**config.mk**
```make
export PLATFORM = sky130hd
export DESIGN_NAME = doubly_linked_list_manager_top
export DESIGN_NICKNAME = d
export VERILOG_FILES = /design/src/dllm_pkg.sv /design/src/dllm_ram.sv /design/src/dllm_front.sv /design/src/dllm_back.sv /design/src/doubly_linked_list_manager_top.sv
export SDC_FILE = /design/constraint.sdc
export NUM_CORES = 2
export LEC_CHECK = 0
export ABC_AREA = 1
export BUFFER_PORTS_ARGS = -buffer_cell sky130_fd_sc_hd__buf_2
export CAP_MARGIN = 10
export CORE_MARGIN = 5
export CORE_UTILIZATION = 65
export CTS_BUF_LIST = sky130_fd_sc_hd__clkbuf_8
export DETAILED_ROUTE_END_ITERATION = 8
export PLACE_DENSITY = 0.85
export SYNTH_ARGS = -nofsm -noshare
export SYNTH_HDL_FRONTEND = slang
export SYNTH_SLANG_ARGS = --single-unit
```
**constraint.sdc**
```tcl
create_clock -name clk -period 7.1 [get_ports clk]
set_input_delay 0.355 -clock clk [delete_from_list [all_inputs] [get_ports clk]]
set_output_delay 0.355 -clock clk [all_outputs]
set_load 0.02 [all_outputs]
```
**src/dllm_pkg.sv**
```systemverilog
// Shared constants, types and helpers for the doubly linked list manager.
`default_nettype none
package dllm_pkg;

	localparam int POOL_NODES = 64;
	localparam int IDX_W      = $clog2(POOL_NODES);
	localparam int LINK_W     = $clog2(POOL_NODES + 1);
	localparam int CNT_W      = LINK_W;
	localparam int MODE_W     = 4;

	localparam logic [LINK_W-1:0] NONE_NODE = LINK_W'(POOL_NODES);
	localparam logic [CNT_W-1:0]  CNT_MAX   = CNT_W'(POOL_NODES);

	// Operation codes as they arrive on the mode field
	localparam logic [MODE_W-1:0] MODE_INS_HEAD   = 4'd0;
	localparam logic [MODE_W-1:0] MODE_INS_TAIL   = 4'd1;
	localparam logic [MODE_W-1:0] MODE_INS_AFTER  = 4'd2;
	localparam logic [MODE_W-1:0] MODE_INS_BEFORE = 4'd3;
	localparam logic [MODE_W-1:0] MODE_REMOVE     = 4'd4;
	localparam logic [MODE_W-1:0] MODE_POP_HEAD   = 4'd5;
	localparam logic [MODE_W-1:0] MODE_POP_TAIL   = 4'd6;
	localparam logic [MODE_W-1:0] MODE_PEEK_HEAD  = 4'd7;
	localparam logic [MODE_W-1:0] MODE_PEEK_TAIL  = 4'd8;
	localparam logic [MODE_W-1:0] MODE_NEXT       = 4'd9;
	localparam logic [MODE_W-1:0] MODE_PREV       = 4'd10;
	localparam logic [MODE_W-1:0] MODE_CLEAR      = 4'd11;

	typedef enum logic [3:0] {
		OP_INS_HEAD,
		OP_INS_TAIL,
		OP_INS_AFTER,
		OP_INS_BEFORE,
		OP_REMOVE,
		OP_POP_HEAD,
		OP_POP_TAIL,
		OP_PEEK_HEAD,
		OP_PEEK_TAIL,
		OP_NEXT,
		OP_PREV,
		OP_CLEAR,
		OP_NOP
	} op_t;

	typedef struct packed {
		op_t              op;
		logic [IDX_W-1:0] n;
		logic [IDX_W-1:0] p;
	} cmd_t;

	typedef enum logic [1:0] {
		ST_IDLE,
		ST_A,
		ST_B,
		ST_C
	} step_t;

	typedef struct packed {
		logic [LINK_W-1:0] node;
		logic [CNT_W-1:0]  total;
		logic              empty;
	} result_t;

	function automatic logic is_node(input logic [LINK_W-1:0] v);
		return v < NONE_NODE;
	endfunction

endpackage
`default_nettype wire

```
**src/dllm_ram.sv**
```systemverilog
// Generic simple dual-port RAM with registered read.
`default_nettype none
module dllm_ram #(
	parameter int WIDTH = 8,
	parameter int DEPTH = 64
) (
	input  wire logic                     clk,
	input  wire logic                     we,
	input  wire logic [$clog2(DEPTH)-1:0] waddr,
	input  wire logic [WIDTH-1:0]         wdata,
	input  wire logic [$clog2(DEPTH)-1:0] raddr,
	output logic      [WIDTH-1:0]         rdata
);

	logic [WIDTH-1:0] mem_q [DEPTH];

	// Write and read the array
	always_ff @(posedge clk) begin
		if (we) begin
			mem_q[waddr] <= wdata;
		end
		rdata <= mem_q[raddr];
	end

endmodule
`default_nettype wire

```
**src/dllm_front.sv**
```systemverilog
// Front end: accepts items, decodes the mode and queues commands.
`default_nettype none
module dllm_front
	import dllm_pkg::*;
(
	input  wire logic              clk,
	input  wire logic              arst_n,
	input  wire logic              in_valid,
	output logic                   in_ready,
	input  wire logic [MODE_W-1:0] mode,
	input  wire logic [IDX_W-1:0]  node_index,
	input  wire logic [IDX_W-1:0]  position_index,
	output logic                   cmd_valid,
	input  wire logic              cmd_ready,
	output cmd_t                   cmd
);

	cmd_t       fifo_q [2];
	logic       wr_ptr_q;
	logic       rd_ptr_q;
	logic [1:0] cnt_q;
	cmd_t       dec;
	logic       push;
	logic       pop;

	// Decode the mode; every index field is in the pool by its width
	always_comb begin
		dec.n = node_index;
		dec.p = position_index;
		unique case (mode)
			MODE_INS_HEAD:   dec.op = OP_INS_HEAD;
			MODE_INS_TAIL:   dec.op = OP_INS_TAIL;
			MODE_INS_AFTER:  dec.op = OP_INS_AFTER;
			MODE_INS_BEFORE: dec.op = OP_INS_BEFORE;
			MODE_REMOVE:     dec.op = OP_REMOVE;
			MODE_POP_HEAD:   dec.op = OP_POP_HEAD;
			MODE_POP_TAIL:   dec.op = OP_POP_TAIL;
			MODE_PEEK_HEAD:  dec.op = OP_PEEK_HEAD;
			MODE_PEEK_TAIL:  dec.op = OP_PEEK_TAIL;
			MODE_NEXT:       dec.op = OP_NEXT;
			MODE_PREV:       dec.op = OP_PREV;
			MODE_CLEAR:      dec.op = OP_CLEAR;
			default:         dec.op = OP_NOP;
		endcase
	end

	assign in_ready  = (cnt_q != 2'd2);
	assign cmd_valid = (cnt_q != 2'd0);
	assign cmd       = fifo_q[rd_ptr_q];
	assign push      = in_valid && in_ready;
	assign pop       = cmd_valid && cmd_ready;

	// Store the decoded item
	always_ff @(posedge clk) begin
		if (push) begin
			fifo_q[wr_ptr_q] <= dec;
		end
	end

	// Advance pointers and occupancy
	always_ff @(posedge clk or negedge arst_n) begin
		if (!arst_n) begin
			wr_ptr_q <= 1'b0;
			rd_ptr_q <= 1'b0;
			cnt_q    <= 2'd0;
		end else begin
			if (push) begin
				wr_ptr_q <= ~wr_ptr_q;
			end
			if (pop) begin
				rd_ptr_q <= ~rd_ptr_q;
			end
			if (push && !pop) begin
				cnt_q <= cnt_q + 2'd1;
			end else if (pop && !push) begin
				cnt_q <= cnt_q - 2'd1;
			end
		end
	end

endmodule
`default_nettype wire

```
**src/dllm_back.sv**
```systemverilog
// Back end: carries out list operations on the link RAMs, holds head, tail and count.
`default_nettype none
module dllm_back
	import dllm_pkg::*;
(
	input  wire logic clk,
	input  wire logic arst_n,
	input  wire logic cmd_valid,
	output logic      cmd_ready,
	input  cmd_t      cmd,
	output logic      out_valid,
	input  wire logic out_ready,
	output result_t   result
);

	step_t             step_q, step_d;
	cmd_t              cmd_q;
	logic [LINK_W-1:0] t_q;
	logic [LINK_W-1:0] t_d;
	logic [LINK_W-1:0] head_q, head_d;
	logic [LINK_W-1:0] tail_q, tail_d;
	logic [CNT_W-1:0]  size_q, size_d;
	logic [POOL_NODES-1:0] nv_q;
	logic [POOL_NODES-1:0] pv_q;
	logic              nvr_q;
	logic              pvr_q;
	logic              out_valid_q;
	result_t           out_q;

	logic              n_we, p_we;
	logic [IDX_W-1:0]  n_waddr, p_waddr, n_raddr, p_raddr;
	logic [LINK_W-1:0] n_wdata, p_wdata, n_rdata, p_rdata;
	logic [LINK_W-1:0] rd_next, rd_prev;
	logic [LINK_W-1:0] res;
	logic              fin;
	logic              take;
	logic              stall;
	logic [LINK_W-1:0] n_link, p_link;

	dllm_ram #(.WIDTH(LINK_W), .DEPTH(POOL_NODES)) u_next_ram (
		.clk(clk), .we(n_we), .waddr(n_waddr), .wdata(n_wdata),
		.raddr(n_raddr), .rdata(n_rdata)
	);

	dllm_ram #(.WIDTH(LINK_W), .DEPTH(POOL_NODES)) u_prev_ram (
		.clk(clk), .we(p_we), .waddr(p_waddr), .wdata(p_wdata),
		.raddr(p_raddr), .rdata(p_rdata)
	);

	// Never-written entries read as none
	assign rd_next = nvr_q ? n_rdata : NONE_NODE;
	assign rd_prev = pvr_q ? p_rdata : NONE_NODE;
	assign n_link  = LINK_W'(cmd_q.n);
	assign p_link  = LINK_W'(cmd_q.p);

	assign stall     = out_valid_q && !out_ready;
	assign cmd_ready = (step_q == ST_IDLE) && !stall;
	assign out_valid = out_valid_q;
	assign result    = out_q;

	// Pick read addresses; reads issued in step A land in step B
	always_comb begin
		unique case (cmd_q.op)
			OP_INS_AFTER: n_raddr = cmd_q.p;
			OP_NEXT:      n_raddr = cmd_q.n;
			default:      n_raddr = t_q[IDX_W-1:0];
		endcase
		unique case (cmd_q.op)
			OP_INS_BEFORE: p_raddr = cmd_q.p;
			OP_PREV:       p_raddr = cmd_q.n;
			default:       p_raddr = t_q[IDX_W-1:0];
		endcase
	end

	// Target node of remove and pop, taken at dispatch: the node index for remove, head or tail for pop
	always_comb begin
		unique case (cmd.op)
			OP_POP_HEAD: t_d = head_q;
			OP_POP_TAIL: t_d = tail_q;
			default:     t_d = LINK_W'(cmd.n);
		endcase
	end

	// Step sequencer: next state, link writes and list registers
	always_comb begin
		step_d  = step_q;
		head_d  = head_q;
		tail_d  = tail_q;
		size_d  = size_q;
		n_we    = 1'b0;
		p_we    = 1'b0;
		n_waddr = '0;
		p_waddr = '0;
		n_wdata = NONE_NODE;
		p_wdata = NONE_NODE;
		res     = NONE_NODE;
		fin     = 1'b0;
		take    = 1'b0;
		if (!stall) begin
			unique case (step_q)
				ST_IDLE: begin
					if (cmd_valid) begin
						take   = 1'b1;
						step_d = ST_A;
					end
				end
				ST_A: begin
					step_d = ST_B;
					unique case (cmd_q.op)
						OP_INS_HEAD: begin
							p_we = 1'b1; p_waddr = cmd_q.n; p_wdata = NONE_NODE;
							n_we = 1'b1; n_waddr = cmd_q.n; n_wdata = head_q;
						end
						OP_INS_TAIL: begin
							n_we = 1'b1; n_waddr = cmd_q.n; n_wdata = NONE_NODE;
							p_we = 1'b1; p_waddr = cmd_q.n; p_wdata = tail_q;
						end
						OP_INS_AFTER: begin
							p_we = 1'b1; p_waddr = cmd_q.n; p_wdata = p_link;
						end
						OP_INS_BEFORE: begin
							n_we = 1'b1; n_waddr = cmd_q.n; n_wdata = p_link;
						end
						OP_REMOVE, OP_POP_HEAD, OP_POP_TAIL: begin
							// popping an empty list changes nothing
							if (!is_node(t_q)) begin
								fin    = 1'b1;
								step_d = ST_IDLE;
							end
						end
						OP_PEEK_HEAD: begin
							res = head_q; fin = 1'b1; step_d = ST_IDLE;
						end
						OP_PEEK_TAIL: begin
							res = tail_q; fin = 1'b1; step_d = ST_IDLE;
						end
						OP_NEXT, OP_PREV: begin
						end
						OP_CLEAR: begin
							head_d = NONE_NODE;
							tail_d = NONE_NODE;
							size_d = '0;
							fin    = 1'b1;
							step_d = ST_IDLE;
						end
						default: begin
							fin    = 1'b1;
							step_d = ST_IDLE;
						end
					endcase
				end
				ST_B: begin
					step_d = ST_C;
					unique case (cmd_q.op)
						OP_INS_HEAD: begin
							if (is_node(head_q)) begin
								p_we = 1'b1; p_waddr = head_q[IDX_W-1:0]; p_wdata = n_link;
							end else begin
								tail_d = n_link;
							end
							head_d = n_link;
							if (size_q < CNT_MAX) size_d = size_q + CNT_W'(1);
							fin    = 1'b1;
							step_d = ST_IDLE;
						end
						OP_INS_TAIL: begin
							if (is_node(tail_q)) begin
								n_we = 1'b1; n_waddr = tail_q[IDX_W-1:0]; n_wdata = n_link;
							end else begin
								head_d = n_link;
							end
							tail_d = n_link;
							if (size_q < CNT_MAX) size_d = size_q + CNT_W'(1);
							fin    = 1'b1;
							step_d = ST_IDLE;
						end
						OP_INS_AFTER: begin
							n_we = 1'b1; n_waddr = cmd_q.n; n_wdata = rd_next;
							if (is_node(rd_next)) begin
								p_we = 1'b1; p_waddr = rd_next[IDX_W-1:0]; p_wdata = n_link;
							end else begin
								tail_d = n_link;
							end
						end
						OP_INS_BEFORE: begin
							p_we = 1'b1; p_waddr = cmd_q.n; p_wdata = rd_prev;
							if (is_node(rd_prev)) begin
								n_we = 1'b1; n_waddr = rd_prev[IDX_W-1:0]; n_wdata = n_link;
							end else begin
								head_d = n_link;
							end
						end
						OP_REMOVE, OP_POP_HEAD, OP_POP_TAIL: begin
							// bridge the neighbors around the target
							if (is_node(rd_prev)) begin
								n_we = 1'b1; n_waddr = rd_prev[IDX_W-1:0]; n_wdata = rd_next;
							end else begin
								head_d = rd_next;
							end
							if (is_node(rd_next)) begin
								p_we = 1'b1; p_waddr = rd_next[IDX_W-1:0]; p_wdata = rd_prev;
							end else begin
								tail_d = rd_prev;
							end
						end
						OP_NEXT: begin
							res = rd_next; fin = 1'b1; step_d = ST_IDLE;
						end
						OP_PREV: begin
							res = rd_prev; fin = 1'b1; step_d = ST_IDLE;
						end
						default: begin
							fin    = 1'b1;
							step_d = ST_IDLE;
						end
					endcase
				end
				ST_C: begin
					fin    = 1'b1;
					step_d = ST_IDLE;
					unique case (cmd_q.op)
						OP_INS_AFTER: begin
							n_we = 1'b1; n_waddr = cmd_q.p; n_wdata = n_link;
							if (size_q < CNT_MAX) size_d = size_q + CNT_W'(1);
						end
						OP_INS_BEFORE: begin
							p_we = 1'b1; p_waddr = cmd_q.p; p_wdata = n_link;
							if (size_q < CNT_MAX) size_d = size_q + CNT_W'(1);
						end
						OP_REMOVE, OP_POP_HEAD, OP_POP_TAIL: begin
							n_we = 1'b1; n_waddr = t_q[IDX_W-1:0]; n_wdata = NONE_NODE;
							p_we = 1'b1; p_waddr = t_q[IDX_W-1:0]; p_wdata = NONE_NODE;
							if (size_q != '0) size_d = size_q - CNT_W'(1);
							if (cmd_q.op != OP_REMOVE) res = t_q;
						end
						default: begin
						end
					endcase
				end
				default: begin
					step_d = ST_IDLE;
				end
			endcase
		end
	end

	// Latch the dispatched command and the result item
	always_ff @(posedge clk) begin
		if (take) begin
			cmd_q <= cmd;
			t_q   <= t_d;
		end
		if (fin) begin
			out_q.node  <= res;
			out_q.total <= size_d;
			out_q.empty <= !is_node(head_d);
		end
	end

	// Hold control state, list registers, written marks and output valid
	always_ff @(posedge clk or negedge arst_n) begin
		if (!arst_n) begin
			step_q      <= ST_IDLE;
			head_q      <= NONE_NODE;
			tail_q      <= NONE_NODE;
			size_q      <= '0;
			nv_q        <= '0;
			pv_q        <= '0;
			nvr_q       <= 1'b0;
			pvr_q       <= 1'b0;
			out_valid_q <= 1'b0;
		end else begin
			step_q <= step_d;
			head_q <= head_d;
			tail_q <= tail_d;
			size_q <= size_d;
			if (n_we) nv_q[n_waddr] <= 1'b1;
			if (p_we) pv_q[p_waddr] <= 1'b1;
			nvr_q <= nv_q[n_raddr];
			pvr_q <= pv_q[p_raddr];
			if (fin) begin
				out_valid_q <= 1'b1;
			end else if (out_ready) begin
				out_valid_q <= 1'b0;
			end
		end
	end

endmodule
`default_nettype wire

```
**src/doubly_linked_list_manager_top.sv**
```systemverilog
// Top level of the doubly linked list manager: front queue plus back-end executor.
// One list over a pool of 64 nodes; each item yields exactly one result item, in order.
// The front end queues up to two items, so input is taken while the back end works or a
// result waits. The back end takes an item from the queue when idle, then ends peek, clear
// and unknown modes in step A, insert at head or tail and next-of and prev-of in step B,
// and insert after or before, remove and pop in step C (a pop of an empty list in step A);
// a result that waits unaccepted holds it in its step. The steps are set by the single write
// port of each link RAM and its registered read. Link entries never written read as none.
`default_nettype none
module doubly_linked_list_manager_top
	import dllm_pkg::*;
(
	input  wire logic              clk,
	input  wire logic              arst_n,
	input  wire logic              in_valid,
	output logic                   in_ready,
	input  wire logic [MODE_W-1:0] mode,
	input  wire logic [IDX_W-1:0]  node_index,
	input  wire logic [IDX_W-1:0]  position_index,
	output logic                   out_valid,
	input  wire logic              out_ready,
	output logic [LINK_W-1:0]      result_node,
	output logic [CNT_W-1:0]       node_total,
	output logic                   list_empty
);

	logic    cmd_valid;
	logic    cmd_ready;
	cmd_t    cmd;
	result_t result;

	dllm_front u_front (
		.clk(clk), .arst_n(arst_n),
		.in_valid(in_valid), .in_ready(in_ready),
		.mode(mode), .node_index(node_index), .position_index(position_index),
		.cmd_valid(cmd_valid), .cmd_ready(cmd_ready), .cmd(cmd)
	);

	dllm_back u_back (
		.clk(clk), .arst_n(arst_n),
		.cmd_valid(cmd_valid), .cmd_ready(cmd_ready), .cmd(cmd),
		.out_valid(out_valid), .out_ready(out_ready), .result(result)
	);

	assign result_node = result.node;
	assign node_total  = result.total;
	assign list_empty  = result.empty;

endmodule
`default_nettype wire

```
==> flow_metrics.py <==
metrics = {
    "worst_setup_path": {
        "cp-start-kind": "register",
        "critical_path_class": "register to register",
        "crit_end": "u_back.u_prev_ram.rdata[3]",
        "path_common_cell": "nand3_1",
        "cp_slowest_cell": "inv_2",
        "path_cells": "nor2_4 -> nand2_1 -> nand3_4 -> nand3_4 -> inv_2 -> buf_4 -> nand2_1 -> nand3_1 -> nand3_1 -> nand3_1 -> nand3_1 -> nand3_1 -> nand2_1",
        "crit_start": "u_back.cmd_q[12]",
        "worstPathArrival_ps": 6020,
        "cp-end-kind": "register",
        "cp.required_ps": 7820,
        "cpPeakStageDelay_ps": 1000,
        "reg2reg_slack_ps": 1810,
        "rr_startpoint": "u_back.cmd_q[12]",
        "ff2ff_path_depth": 13,
        "reg2reg_to": "u_back.u_prev_ram.rdata[3]",
        "crit_path_max_fanout": 90,
    },
    "cells_and_area": {
        "drive_gt1_share_pct": 7.33,
        "seq_area_mm2": 0.0332,
        "multiInputGateArea_mm2": 0.0144,
        "final_nets": 5379,
        "final_util_pct": 70.6,
        "area_growth_pct": 8.26,
        "fillers": 5494,
    },
    "floorplan": {
        "chipHeight_um": 294,
        "die_w_um": 294,
        "start_util_pct": 65.3,
        "core_area_mm2": 0.0802,
        "dieArea_mm2": 0.0862,
        "core.rowCount": 104,
        "pin_count": 37,
    },
    "pwr": {
        "vdd_drop_max_uv": 444,
        "p_leak_nw": 24.2,
        "total_power_mw": 24.1,
        "power_density_mw_per_mm2": 426,
    },
    "clock_network": {
        "postCtsSetupRepairBufs": 0,
        "cts_hold_buf": 19,
        "cts_root_buffer": "clkbuf_8",
        "numCtsBuffers": 172,
        "clock_path_buffers": 3,
        "cts_tree": "yes",
        "cts.htree.levels": 4,
        "insertion_delay_ps": 840,
        "path_clk_slew_ps": 70,
        "post_cts_resized": 0,
        "cts_sinks": 1138,
    },
    "grt": {
        "grt_pass1_vias": 39200,
        "grt_max_degree": 249,
        "grt_usage_pct": 32.5,
        "antenna_found_initial": 1,
        "grt_pass1_wl_um": 219000,
        "grt-ovfl-total": 0,
    },
    "placement": {
        "gp_congestion": 1.01,
        "io_buffers": 36,
        "hpwl_um": 83400,
    },
    "timing": {
        "maxSlewHeadroom_pct": 12.8,
        "finalMaxSlewViolations": 0,
        "setup_viol": 0,
        "min_period_ps": 5290,
        "rsz0062_at_grt": "no",
        "holdWs_ps": 151,
        "finalHoldViolCount": 0,
        "fin_setup_tns_ps": 0,
        "min_period_over_period_pct": 74.5,
        "worst_pin_slew_ps": 1310,
        "clock_skew_ps": 48.3,
        "fmax_mhz": 189,
    },
    "synth": {
        "ys.flop_type": "edfxtp_1",
        "synth_most_common_cell": "nand2_1",
        "yosysTopAreaCellShare_pct": 55.5,
        "synth_cell_types": 50,
        "synth_area_leaders": "edfxtp_1, nand3_1, nand2_1",
        "syn_area_mm2": 0.0523,
        "synth_top_area_cell": "edfxtp_1",
        "syn_nets": 5398,
        "syn_avg_cell_area_um2": 9.74,
        "synth_cells": 5369,
        "synth_seq_area_share_pct": 63.6,
        "synth_edf_count": 966,
        "async_flop_share_pct": 13.9,
        "synth_seq_cells": 1138,
        "yosys_warnings": 0,
        "netlist_top_cells_count": "nand2_1, nand3_1, edfxtp_1, inv_1, nor2_1",
    },
    "route": {
        "drt_first_pass_iters": 9,
        "viasPerCell": 6.12,
        "ant_nets": 0,
        "drc_errors": 0,
        "routedWlPerCell_um": 21.7,
        "drt_iter0_drc": 6327,
        "vias": 40100,
        "totalWireLength_um": 142000,
    },
    "min_path": {
        "hold_path_class": "input port to asynchronous set/reset pin",
    },
    "status": {
        "outcome": "finished clean",
    },
    "run": {
        "maxCapViolations": 0,
    },
}
[registers in the layout, indices dropped and copies added, names as in the netlist, 7 cells and up]
signal                   count
u_back.u_prev_ram.rdata      7
u_back.nv_q                 64
u_back.u_prev_ram.mem_q    448
u_back.pv_q                 64
u_back.tail_q                7
u_back.t_q                   7
u_back.size_q                7
u_back.u_next_ram.mem_q    448
u_back.result               15
u_back.head_q                7
u_back.cmd_q                16
u_back.u_next_ram.rdata      7
u_front.fifo_q              32
[layout make-up]
cell class	count	share of cell area [%]
multi-input cells	2996	25.4
well taps	1060	2.34
inverters	936	6.22
repair buffers	106	1.44
clock inverters	125	1.21
clock buffers	194	4.72
flip-flops and latches	1138	58.7
diodes	1	0.00442
[power breakdown]
part | internal [mW] | leakage, nW | switching, mW
clock | 2.64 | 1.94 | 2.59
combinational | 2.71 | 11.8 | 7.93
sequential | 7.90 | 10.5 | 0.342
total | 13.3 | 24.2 | 10.9
[kinds of logic after synthesis]
logic type,after synthesis,synth area share (%)
simple gates,2651,23.2
xor+xnor,6,0.100
compound gates,330,3.53
buf+inv,1235,9.38
fa+ha+maj,9,0.215
flops,1138,63.6
[layer usage]
layer | wire length (um) | part of all wire [%] | global-route usage, %
met1 | 49300 | 35 | 41.4
met5 | 0 | 0 | 0
met3 | 17100 | 12 | 7.32
met4 | 8580 | 6.0 | 17.4
met2 | 67200 | 47 | 52.5
[worst min path at each step]
| stage | startpoint | endpoint |
|---|---|---|
| after floorplan | arst_n | u_back.head_q[0] |
| after global placement | u_back.nv_q[49] | u_back.nv_q[49] |
| after detailed placement | u_back.nv_q[49] | u_back.nv_q[49] |
| after CTS | arst_n | u_back.size_q[6] |
| after global routing | position_index[0] | u_front.fifo_q[0][0] |
| final | arst_n | u_back.size_q[1] |
[placed cells by master, fill, tap and decap left out, types with 9 or more instances in the layout]
| cell | count |
|---|---|
| dfxtp_1 | 14 |
| nand2_1 | 1125 |
| ha_1 | 9 |
| buf_4 | 46 |
| clkbuf_8 | 194 |
| nor2_2 | 9 |
| or2_2 | 11 |
| o22ai_1 | 36 |
| buf_2 | 35 |
| inv_1 | 973 |
| nand3_1 | 1120 |
| nor2_4 | 18 |
| a21oi_1 | 55 |
| nand3b_1 | 161 |
| clkinv_2 | 20 |
| inv_2 | 15 |
| o31ai_1 | 9 |
| clkinv_1 | 34 |
| dlygate4sd3_1 | 19 |
| nor2_1 | 173 |
| o21ai_0 | 139 |
| o21ai_1 | 49 |
| edfxtp_1 | 966 |
| dfrtp_1 | 156 |
[through the flow]
stage	area, um2	worst slack [ps]	std cells
6_report	56600	1810	6556
5_1_grt	56600	1480	6556
4_1_cts	56600	2010	6554
3_5_place_dp	53100	1990	6216
3_3_place_gp	53100	2130	6216
2_1_floorplan	52300	1010	5369
[worst max-delay path: cells and delay by family, from the launching register on]
family / cells / cell delay (ps)
buf+inv: 2 / 1630
flops: 1 / 500
simple gates: 11 / 2950
Power figures use the tool's default switching activity.
